--- config.mk ---
export PLATFORM = sky130hd
export DESIGN_NAME = bitmap_allocator_unit
export DESIGN_NICKNAME = d
export VERILOG_FILES = /design/src/hw/rtl/bmap_pkg.sv /design/src/hw/rtl/bmap_ctrl.sv /design/src/hw/rtl/bmap_dpath.sv /design/src/hw/rtl/bitmap_allocator_unit.sv
export SDC_FILE = /design/constraint.sdc
export NUM_CORES = 2
export LEC_CHECK = 0
export BUFFER_PORTS_ARGS = -buffer_cell sky130_fd_sc_hd__buf_2
export CAP_MARGIN = 10
export CORE_MARGIN = 3
export CORE_UTILIZATION = 50
export CTS_CLUSTER_SIZE = 24
export DETAILED_ROUTE_END_ITERATION = 6
export PLACE_DENSITY = 0.65
export SETUP_SLACK_MARGIN = 0.3
export SLEW_MARGIN = 20
export SYNTH_ARGS = -nofsm -noshare
export SYNTH_HDL_FRONTEND = slang
export SYNTH_SLANG_ARGS = --single-unit
--- constraint.sdc ---
create_clock -name clock -period 8.05 [get_ports clock]
set_input_delay 0.805 -clock clock [delete_from_list [all_inputs] [get_ports clock]]
set_output_delay 0.805 -clock clock [all_outputs]
set_load 0.03 [all_outputs]
--- src/hw/rtl/bmap_pkg.sv ---
// Shared constants, item types and control structs for the bitmap allocator.
`timescale 1ns / 1ps
`default_nettype none

package bmap_pkg;

   // Map geometry
   localparam int MAP_BITS   = 1024;
   localparam int WORD_BITS  = 32;
   localparam int NUM_WORDS  = (MAP_BITS + WORD_BITS - 1) / WORD_BITS;
   localparam int WORD_SHIFT = $clog2(WORD_BITS);
   localparam int WADDR_W    = $clog2(NUM_WORDS);

   // Field widths
   localparam int FUNC_W = 2;
   localparam int IDX_W  = 10;
   localparam int CNT_W  = 11;
   localparam int END_W  = CNT_W + 1;
   localparam int CSR_W  = 11;

   // Bit count inside one word (0..WORD_BITS) and index of a doubling level
   localparam int POS_W = $clog2(WORD_BITS + 1);
   localparam int LVL_W = $clog2(WORD_SHIFT + 1);

   localparam logic [CSR_W-1:0] BITS_IN_USE_RESET = CSR_W'(1024);

   // Operation codes
   localparam logic [FUNC_W-1:0] FUNC_READ       = 2'd0;
   localparam logic [FUNC_W-1:0] FUNC_WRITE      = 2'd1;
   localparam logic [FUNC_W-1:0] FUNC_FIND_FIRST = 2'd2;
   localparam logic [FUNC_W-1:0] FUNC_FIND_RUN   = 2'd3;

   typedef struct packed {
      logic [FUNC_W-1:0] func;
      logic [IDX_W-1:0]  bit_index;
      logic [CNT_W-1:0]  run_count;
      logic              wanted_value;
   } bmap_req_type;

   typedef struct packed {
      logic             bit_read;
      logic             found;
      logic [IDX_W-1:0] found_index;
   } bmap_rsp_type;

   // Controller to datapath
   typedef struct packed {
      logic load;
      logic start;
      logic step;
      logic load_rsp;
   } bmap_cmd_type;

   // Datapath to controller
   typedef struct packed {
      logic skip;
      logic last;
   } bmap_sts_type;

endpackage

`default_nettype wire

--- src/hw/rtl/bmap_ctrl.sv ---
// Sequencing state machine for the bitmap allocator.
`timescale 1ns / 1ps
`default_nettype none

module bmap_ctrl import bmap_pkg::*; (
   input  wire logic         clock,
   input  wire logic         reset,
   input  wire logic         req_valid,
   output logic              req_ready,
   output logic              rsp_valid,
   input  wire logic         rsp_ready,
   input  wire bmap_sts_type sts,
   output bmap_cmd_type      cmd
);

   typedef enum logic [1:0] {
      ST_IDLE,
      ST_START,
      ST_RUN,
      ST_FINISH
   } state_type;

   state_type state_ff, state_in;
   logic      rsp_valid_ff, rsp_valid_in;

   // Next state and commands
   always_comb begin
      state_in     = state_ff;
      rsp_valid_in = rsp_valid_ff && !rsp_ready;
      cmd          = '0;
      req_ready    = 1'b0;
      unique case (state_ff)
         ST_IDLE: begin
            req_ready = 1'b1;
            if (req_valid) begin
               cmd.load = 1'b1;
               state_in = ST_START;
            end
         end
         ST_START: begin
            cmd.start = 1'b1;
            state_in  = sts.skip ? ST_FINISH : ST_RUN;
         end
         ST_RUN: begin
            cmd.step = 1'b1;
            if (sts.last) begin
               state_in = ST_FINISH;
            end
         end
         ST_FINISH: begin
            // hand the result over once the output register is free
            if (!rsp_valid_ff || rsp_ready) begin
               cmd.load_rsp = 1'b1;
               rsp_valid_in = 1'b1;
               state_in     = ST_IDLE;
            end
         end
         default: begin
            state_in = ST_IDLE;
         end
      endcase
   end

   always_ff @(posedge clock) begin
      if (reset) begin
         state_ff     <= ST_IDLE;
         rsp_valid_ff <= 1'b0;
      end else begin
         state_ff     <= state_in;
         rsp_valid_ff <= rsp_valid_in;
      end
   end

   assign rsp_valid = rsp_valid_ff;

endmodule

`default_nettype wire

--- src/hw/rtl/bmap_dpath.sv ---
// Bitmap store, word walker, run search and write-mask logic.
`timescale 1ns / 1ps
`default_nettype none

module bmap_dpath import bmap_pkg::*; (
   input  wire logic             clock,
   input  wire logic             reset,
   input  wire bmap_req_type     req_data,
   input  wire logic             csr_write,
   input  wire logic [CSR_W-1:0] csr_data,
   input  wire bmap_cmd_type     cmd,
   output bmap_sts_type          sts,
   output bmap_rsp_type          rsp_data
);

   // Storage
   logic [WORD_BITS-1:0] mem [NUM_WORDS];
   logic [NUM_WORDS-1:0] vld_ff;
   logic [WORD_BITS-1:0] rdata_ff;
   logic                 rvld_ff;

   bmap_req_type         req_ff;
   logic [CSR_W-1:0]     bits_in_use_ff;
   logic [WADDR_W-1:0]   w_ff;
   logic [CNT_W-1:0]     carry_ff;
   logic                 res_bit_ff;
   logic                 res_found_ff;
   logic [IDX_W-1:0]     res_idx_ff;
   bmap_rsp_type         rsp_ff;

   // Item decode
   logic                 is_search;
   logic [CNT_W-1:0]     limit;
   logic [CNT_W-1:0]     len;
   logic [WADDR_W-1:0]   first_w;
   logic [WADDR_W-1:0]   rd_addr;
   logic [WADDR_W-1:0]   w_next;
   logic [WORD_BITS-1:0] word;
   logic                 triv_found;

   // Search
   logic [CNT_W-1:0]      lm1;
   logic [WADDR_W-1:0]    last_w;
   logic [WORD_SHIFT-1:0] lim_lo;
   logic [WORD_BITS-1:0]  lmask;
   logic [WORD_BITS-1:0]  match;
   logic [POS_W-1:0]      tz;
   logic [POS_W-1:0]      lead;
   logic [WORD_BITS-1:0]  pw [WORD_SHIFT+1];
   logic [LVL_W-1:0]      lvl;
   logic [POS_W-1:0]      len_lo;
   logic [POS_W-1:0]      sh;
   logic [WORD_BITS-1:0]  win;
   logic [POS_W-1:0]      win_pos;
   logic [CNT_W:0]        sum_a;
   logic                  hit_a;
   logic                  hit_b;
   logic                  hit;
   logic [CNT_W-1:0]      base;
   logic [CNT_W-1:0]      hit_idx;
   logic [CNT_W-1:0]      carry_next;

   // Write run
   logic [END_W-1:0]      end_pos;
   logic [END_W-1:0]      next_base;
   logic [WORD_SHIFT-1:0] lower;
   logic [WORD_BITS-1:0]  wmask;
   logic [WORD_BITS-1:0]  wdata;
   logic                  wr_en;

   // Decode of the held item
   always_comb begin
      is_search  = (req_ff.func == FUNC_FIND_FIRST) || (req_ff.func == FUNC_FIND_RUN);
      limit      = (bits_in_use_ff > CNT_W'(MAP_BITS)) ? CNT_W'(MAP_BITS) : bits_in_use_ff;
      len        = (req_ff.func == FUNC_FIND_FIRST) ? CNT_W'(1) : req_ff.run_count;
      first_w    = is_search ? '0 : WADDR_W'(req_ff.bit_index >> WORD_SHIFT);
      w_next     = w_ff + WADDR_W'(1);
      rd_addr    = cmd.start ? first_w : w_next;
      word       = rvld_ff ? rdata_ff : '0;
      triv_found = is_search && (limit != '0) && (len == '0);
   end

   // Search over the current word: span hit from the carried run, or a run inside the word
   always_comb begin
      lm1    = limit - CNT_W'(1);
      last_w = WADDR_W'(lm1 >> WORD_SHIFT);
      lim_lo = limit[WORD_SHIFT-1:0];
      if ((w_ff == last_w) && (lim_lo != '0)) begin
         lmask = ~({WORD_BITS{1'b1}} << lim_lo);
      end else begin
         lmask = {WORD_BITS{1'b1}};
      end
      match = (word ~^ {WORD_BITS{req_ff.wanted_value}}) & lmask;

      // lowest mismatch and length of the top run of matches
      tz = POS_W'(WORD_BITS);
      for (int b = WORD_BITS - 1; b >= 0; b--) begin
         if (!match[b]) tz = POS_W'(b);
      end
      lead = POS_W'(WORD_BITS);
      for (int b = 0; b < WORD_BITS; b++) begin
         if (!match[b]) lead = POS_W'(WORD_BITS - 1 - b);
      end

      // pw[j][s]: bits s .. s+2^j-1 all match
      pw[0] = match;
      for (int j = 1; j <= WORD_SHIFT; j++) begin
         pw[j] = pw[j-1] & (pw[j-1] >> (1 << (j - 1)));
      end

      // window of len bits from two overlapping power-of-two windows
      len_lo = len[POS_W-1:0];
      lvl    = '0;
      for (int j = 0; j <= WORD_SHIFT; j++) begin
         if (len_lo[j]) lvl = LVL_W'(j);
      end
      sh  = len_lo - (POS_W'(1) << lvl);
      win = pw[lvl] & (pw[lvl] >> sh);

      win_pos = '0;
      for (int b = WORD_BITS - 1; b >= 0; b--) begin
         if (win[b]) win_pos = POS_W'(b);
      end

      sum_a   = {1'b0, carry_ff} + (CNT_W + 1)'(tz);
      hit_a   = sum_a >= {1'b0, len};
      hit_b   = (len <= CNT_W'(WORD_BITS)) && (win != '0);
      hit     = hit_a || hit_b;
      base    = CNT_W'(w_ff) << WORD_SHIFT;
      hit_idx = hit_a ? (base - carry_ff) : (base + CNT_W'(win_pos));

      if (&match) begin
         carry_next = carry_ff + CNT_W'(WORD_BITS);
      end else begin
         carry_next = CNT_W'(lead);
      end
   end

   // Mask of run bits that fall into the current word
   always_comb begin
      end_pos   = END_W'(req_ff.bit_index) + END_W'(req_ff.run_count);
      next_base = END_W'({1'b0, w_ff} + (WADDR_W + 1)'(1)) << WORD_SHIFT;
      lower     = (w_ff == first_w) ? req_ff.bit_index[WORD_SHIFT-1:0] : '0;
      wmask     = {WORD_BITS{1'b1}} << lower;
      if (end_pos < next_base) begin
         wmask = wmask & ~({WORD_BITS{1'b1}} << end_pos[WORD_SHIFT-1:0]);
      end
      wdata = req_ff.wanted_value ? (word | wmask) : (word & ~wmask);
      wr_en = cmd.step && (req_ff.func == FUNC_WRITE);
   end

   // Status to the controller
   always_comb begin
      case (req_ff.func)
         FUNC_READ: begin
            sts.skip = 1'b0;
            sts.last = 1'b1;
         end
         FUNC_WRITE: begin
            sts.skip = (req_ff.run_count == '0);
            sts.last = (w_ff == WADDR_W'(NUM_WORDS - 1)) || (end_pos <= next_base);
         end
         default: begin
            sts.skip = (limit == '0) || (len > limit) || (len == '0);
            sts.last = hit || (w_ff == last_w);
         end
      endcase
   end

   // Configuration register
   always_ff @(posedge clock) begin
      if (reset) begin
         bits_in_use_ff <= BITS_IN_USE_RESET;
      end else if (csr_write) begin
         bits_in_use_ff <= csr_data;
      end
   end

   // Word valid bits: an unwritten word reads as zero
   always_ff @(posedge clock) begin
      if (reset) begin
         vld_ff <= '0;
      end else if (wr_en) begin
         vld_ff[w_ff] <= 1'b1;
      end
   end

   // Bitmap memory: one write, one registered read per cycle
   always_ff @(posedge clock) begin
      if (wr_en) begin
         mem[w_ff] <= wdata;
      end
      rdata_ff <= mem[rd_addr];
      rvld_ff  <= vld_ff[rd_addr];
   end

   // Item, walker and result registers
   always_ff @(posedge clock) begin
      if (cmd.load) begin
         req_ff <= req_data;
      end
      if (cmd.start) begin
         w_ff         <= first_w;
         carry_ff     <= '0;
         res_bit_ff   <= 1'b0;
         res_found_ff <= triv_found;
         res_idx_ff   <= '0;
      end else if (cmd.step) begin
         w_ff     <= w_next;
         carry_ff <= carry_next;
         case (req_ff.func)
            FUNC_READ: begin
               res_bit_ff <= word[req_ff.bit_index[WORD_SHIFT-1:0]];
            end
            FUNC_FIND_FIRST, FUNC_FIND_RUN: begin
               if (hit) begin
                  res_found_ff <= 1'b1;
                  res_idx_ff   <= hit_idx[IDX_W-1:0];
               end
            end
            default: begin
            end
         endcase
      end
      if (cmd.load_rsp) begin
         rsp_ff.bit_read    <= res_bit_ff;
         rsp_ff.found       <= res_found_ff;
         rsp_ff.found_index <= res_idx_ff;
      end
   end

   assign rsp_data = rsp_ff;

endmodule

`default_nettype wire

--- src/hw/rtl/bitmap_allocator_unit.sv ---
// Top level of the bitmap allocator: controller, datapath and configuration port.
`timescale 1ns / 1ps
`default_nettype none

// Bitmap allocator over a 1024-bit map held as 32 words of 32 bits, all zero after
// reset (per-word valid bits, so no clearing pass is needed). Each item gives one
// result. The map is walked one word per cycle through the single registered read
// port of the word memory, with a write-back in the same cycle for run writes. A bit
// read steps over its single word; a run write steps over each word touched (none
// when the count is zero); a search steps over each word scanned, stopping at a hit,
// at most ceil(limit / 32) words. Searches that cannot succeed, or ask for a
// zero-length run, skip the word walk and go straight to the result.
// A new item is taken while the previous result still waits on the output.
// The bits_in_use register is written through the csr channel, which is always ready.
module bitmap_allocator_unit import bmap_pkg::*; (
   input  wire logic             clock,
   input  wire logic             reset,
   input  wire logic             req_valid,
   output logic                  req_ready,
   input  wire bmap_req_type     req_data,
   output logic                  rsp_valid,
   input  wire logic             rsp_ready,
   output bmap_rsp_type          rsp_data,
   input  wire logic             csr_valid,
   output logic                  csr_ready,
   input  wire logic [CSR_W-1:0] csr_data
);

   bmap_cmd_type cmd;
   bmap_sts_type sts;

   assign csr_ready = 1'b1;

   bmap_ctrl u_ctrl (
      .clock     (clock),
      .reset     (reset),
      .req_valid (req_valid),
      .req_ready (req_ready),
      .rsp_valid (rsp_valid),
      .rsp_ready (rsp_ready),
      .sts       (sts),
      .cmd       (cmd)
   );

   bmap_dpath u_dpath (
      .clock     (clock),
      .reset     (reset),
      .req_data  (req_data),
      .csr_write (csr_valid && csr_ready),
      .csr_data  (csr_data),
      .cmd       (cmd),
      .sts       (sts),
      .rsp_data  (rsp_data)
   );

endmodule

`default_nettype wire
==> reports/metrics.sh <==
STATUS='complete, no violations'
REMAINING_ANTENNA_VIOLATION_COUNT=0
FILL_CELLS=9170
FMAXACHIEVABLE_MHz=135
FLOORPLAN.DIE.HEIGHT_UM=339
YS.WARNINGS.COUNT=0
TRITONCTS.NUM_BUFFERS=117
PATH_CLASS_OF_THE_LOWEST_SLACK_MIN_DELAY_PATH='in -> reg'
WORSTSETUPENDPOINTTYPE='flip-flop'
TIMING_WORST_SETUP_PATH_TYPE='reg -> reg'
CP_TOP_DELAY_FAMILY='compound AO/OA/AOI/OAI gates'
CLOCK_SINK_COUNT=1167
DRT-PASS1-ITER-COUNT=6
SYNTH_CELLS=5164
DIE_WIDTH_UM=339
NUMBER_OF_GLOBAL_ROUTE_VIAS_BEFORE_REPAIR=40200
VIAS=43400
MIN_PERIOD_PS=7380
CLK-INSERTION-DELAY-LATE_PS=730
CORE_AREA_MM2=0.109
ANTENNA_VIOLATIONS_BEFORE_REPAIR=1
CRITICAL_PATH_AT_PS=8000
PATH_CLK_SLEW_PS=60
YS_TOP_CELLS_BY_AREA='sky130_fd_sc_hd__edfxtp_1 (58%), sky130_fd_sc_hd__nand2_1 (8.6%), sky130_fd_sc_hd__nand3_1 (5.6%)'
FINAL_HOLD_VIOL_COUNT=0
SLEW_OF_THE_PIN_WITH_THE_LOWEST_SLEW_MARGIN_PS=1150
AVERAGE_WIRE_LENGTH_PER_CELL_AFTER_DETAIL_ROUTING_UM=28.1
PLACE.PORT_BUFFERS=53
REMAINING_DRC_ERRORS=0
FINAL_NETS=5298
NETLIST-CELL-TYPE-COUNT=106
SYNTHFLOPTYPE='sky130_fd_sc_hd__edfxtp_1'
AREA_GROWTH_PCT=12.3
FINCLKSKEW_PS=44.7
MULTI_INPUT_AREA_MM2=0.0204
SYNTH_TOP_AREA_SHARE_PCT=57.7
PLACEMENT_ROWS=121
DRT-TOTAL-WL_MM=190
LIBRARY_CELL_WITH_THE_HIGHEST_INSTANCE_COUNT_AFTER_SYNTHESIS='sky130_fd_sc_hd__nand2_1'
POST-ROUTE-PERIOD-UTIL_PCT=91.7
MAX_CAP_VIOLATIONS=0
CPPEAKSTAGEDELAY_PS=590
MAX-VDD-IR-DROP_V=0.000558
CLK_ROOT_BUFFER_CELL='sky130_fd_sc_hd__clkbuf_16'
GLOBAL_ROUTE_WIRE_LENGTH_BEFORE_REPAIR_MM=276
SYN_NETS=5270
TNS_PS=0
TRITONCTS='yes'
DIE-AREA_MM2=0.115
CP_NUM_BUF_INV=0
P_LEAK_uW=0.0218
MAXSLEWHEADROOM_PCT=22.3
GRT_MAX_DEGREE=149
ROUTED_VIA_DENSITY=6.41
SYN_AREA_MM2=0.0555
FLOORPLAN.INITIALDENSITY_PCT=50.7
SETUP_REPAIR_AFTER_GLOBAL_ROUTING_MISSED_ITS_MARGIN='false'
PATH_COMMON_CELL='sky130_fd_sc_hd__a21o_1'
REPORT.FINAL.SLEW_VIOL_COUNT=0
SYNTH_SEQ_CELLS=1167
ROUTABILITYCONGESTION=1.07
ASYNCSETRESETFLOPFRACSYNTH_PCT=0
MAXIMUM_FANOUT_ALONG_THE_WORST_PATH=12
PLACE_HPWL_MM=112
REPORT.FINAL.SETUP_VIOL=0
CP.REQUIRED_PS=8670
NETLIST_TOP_CELLS_COUNT='sky130_fd_sc_hd__nand2_1 (1275), sky130_fd_sc_hd__edfxtp_1 (1066), sky130_fd_sc_hd__nand3_1 (623)'
SEQ_AREA_FRAC_SYNTH_PCT=61.3
CRITPATHLAUNCHTYPE='flip-flop'
DRT_ITER0_DRC=5825
SYN_AVG_CELL_AREA_UM2=10.7
GROUTE.USAGE.OVERALL_PCT=32.2
GRT-OVFL-TOTAL=0
TIMING.HOLD.WS_PS=261
POST_SYNTHESIS_CELL_TYPE_WITH_THE_LARGEST_COMBINED_AREA='sky130_fd_sc_hd__edfxtp_1'
HOLDBUFCOUNTCTS=0
SEQ_AREA_MM2=0.0340
CLOCK_TREE.HTREE_LEVEL_COUNT=3
CRITICAL_PATH.SLOWEST_CELL='sky130_fd_sc_hd__or4_4'
POWER.DENSITY_CELL_AREA_mW_PER_MM2=459
SYNTH_ENABLE_FLOP_CELLS=1066
PIN_COUNT=55
CTS-ROOT-TO-SINK-BUFFERS=3
FINAL_LAYOUT_SIZE_SUFFIX_GT1_SHARE_PCT=10.9
[cell families after synthesis]
logic type      synth area share [%]
simple gates                    19.6
flops                           61.3
compound gates                  12.2
buf+inv                         3.03
xor+xnor                        1.36
fa+ha+maj                       1.55
mux                            0.924
other cells                  0.00676
[cells in the final DEF, fill, tap and decap left out, types with 59 or more instances in the layout]
cell type                   instances
sky130_fd_sc_hd__o21ai_0           92
sky130_fd_sc_hd__ha_1              63
sky130_fd_sc_hd__a311oi_1         172
sky130_fd_sc_hd__nor2_1           219
sky130_fd_sc_hd__a31oi_1           72
sky130_fd_sc_hd__xnor2_1           70
sky130_fd_sc_hd__nand3_1          623
sky130_fd_sc_hd__dfxtp_1           99
sky130_fd_sc_hd__nand2_1         1275
sky130_fd_sc_hd__clkbuf_16        118
sky130_fd_sc_hd__edfxtp_1        1066
sky130_fd_sc_hd__and3_1            81
sky130_fd_sc_hd__buf_4            198
sky130_fd_sc_hd__inv_1             69
sky130_fd_sc_hd__a21oi_1          100
sky130_fd_sc_hd__a21o_1            59
[power by group]
part,internal [uW],switching [uW]
registers,8100,324
clock network,3010,2340
logic,4330,10500
total,15400,13200
[what timing repair did]
action,CTS,global route
gates resized for setup,0,12
setup endpoints to repair,0,13
setup buffers,0,4
[metrics by stage]
step / setup WS, ps / total power, uW / instances / cell area [um2] / util [%]
6_report: 669 / 28600 / 6772 / 62300 / 57.0
5_1_grt: 289 / 30000 / 6770 / 62300 / 57.0
4_1_cts: 425 / 28300 / 6765 / 62200 / 56.8
3_5_place_dp: 459 / 23000 / 6545 / 58400 / 53.4
3_3_place_gp: 528 / 23000 / 6543 / 58300 / 53.3
2_1_floorplan: 901 / 17700 / 5164 / 55500 / -
[final timing paths]
check                            start               endpoint  slack (ps)  depth (start not counted)
max          u_dpath.bits_in_use_ff[0]  u_dpath.res_idx_ff[2]         670                         30
min                        req_data[7]      u_dpath.req_ff[7]         260                          1
max reg2reg  u_dpath.bits_in_use_ff[0]  u_dpath.res_idx_ff[2]         670                         30
min reg2reg       u_dpath.res_found_ff   u_dpath.rsp_data[10]         420                          0
[state kept, by name (all words and copies together), names as in the netlist]
register / flops
u_dpath.res_idx_ff: 10
u_dpath.carry_ff: 11
u_ctrl.state_ff: 2
u_dpath.bits_in_use_ff: 11
u_dpath.w_ff: 5
u_dpath.res_found_ff: 1
u_ctrl.rsp_valid: 1
u_dpath.vld_ff: 32
u_dpath.rsp_data: 12
u_dpath.res_bit_ff: 1
u_dpath.req_ff: 24
u_dpath.mem: 1024
u_dpath.rdata_ff: 32
u_dpath.rvld_ff: 1
[worst register-to-register path, delay by kind of cell (launching register included)]
kind | cells | cell delay [ps]
AO/OA/AOI/OAI | 24 | 4750
AND/OR/NAND/NOR | 3 | 1220
adder cells (fa/ha/maj) | 3 | 960
flip-flops | 1 | 360
[layer usage]
layer	vias to the layer above	track usage [%]	routed length (um)
met2	2380	51.0	88300
met4	0	14.6	9400
met5	-	0	0
li1	19300	-	-
met3	454	4.48	16600
met1	21200	44.4	76100
[cell type report]
cell class	count	share of cell area (%)
clock inverters	56	0.843
clock buffers	164	5.21
diodes	3	0.0120
repair buffers	263	3.21
well taps	1476	2.96
inverters	75	0.480
multi-input cells	3568	32.7
flip-flops and latches	1167	54.6
(Power assumes the default switching activity.)
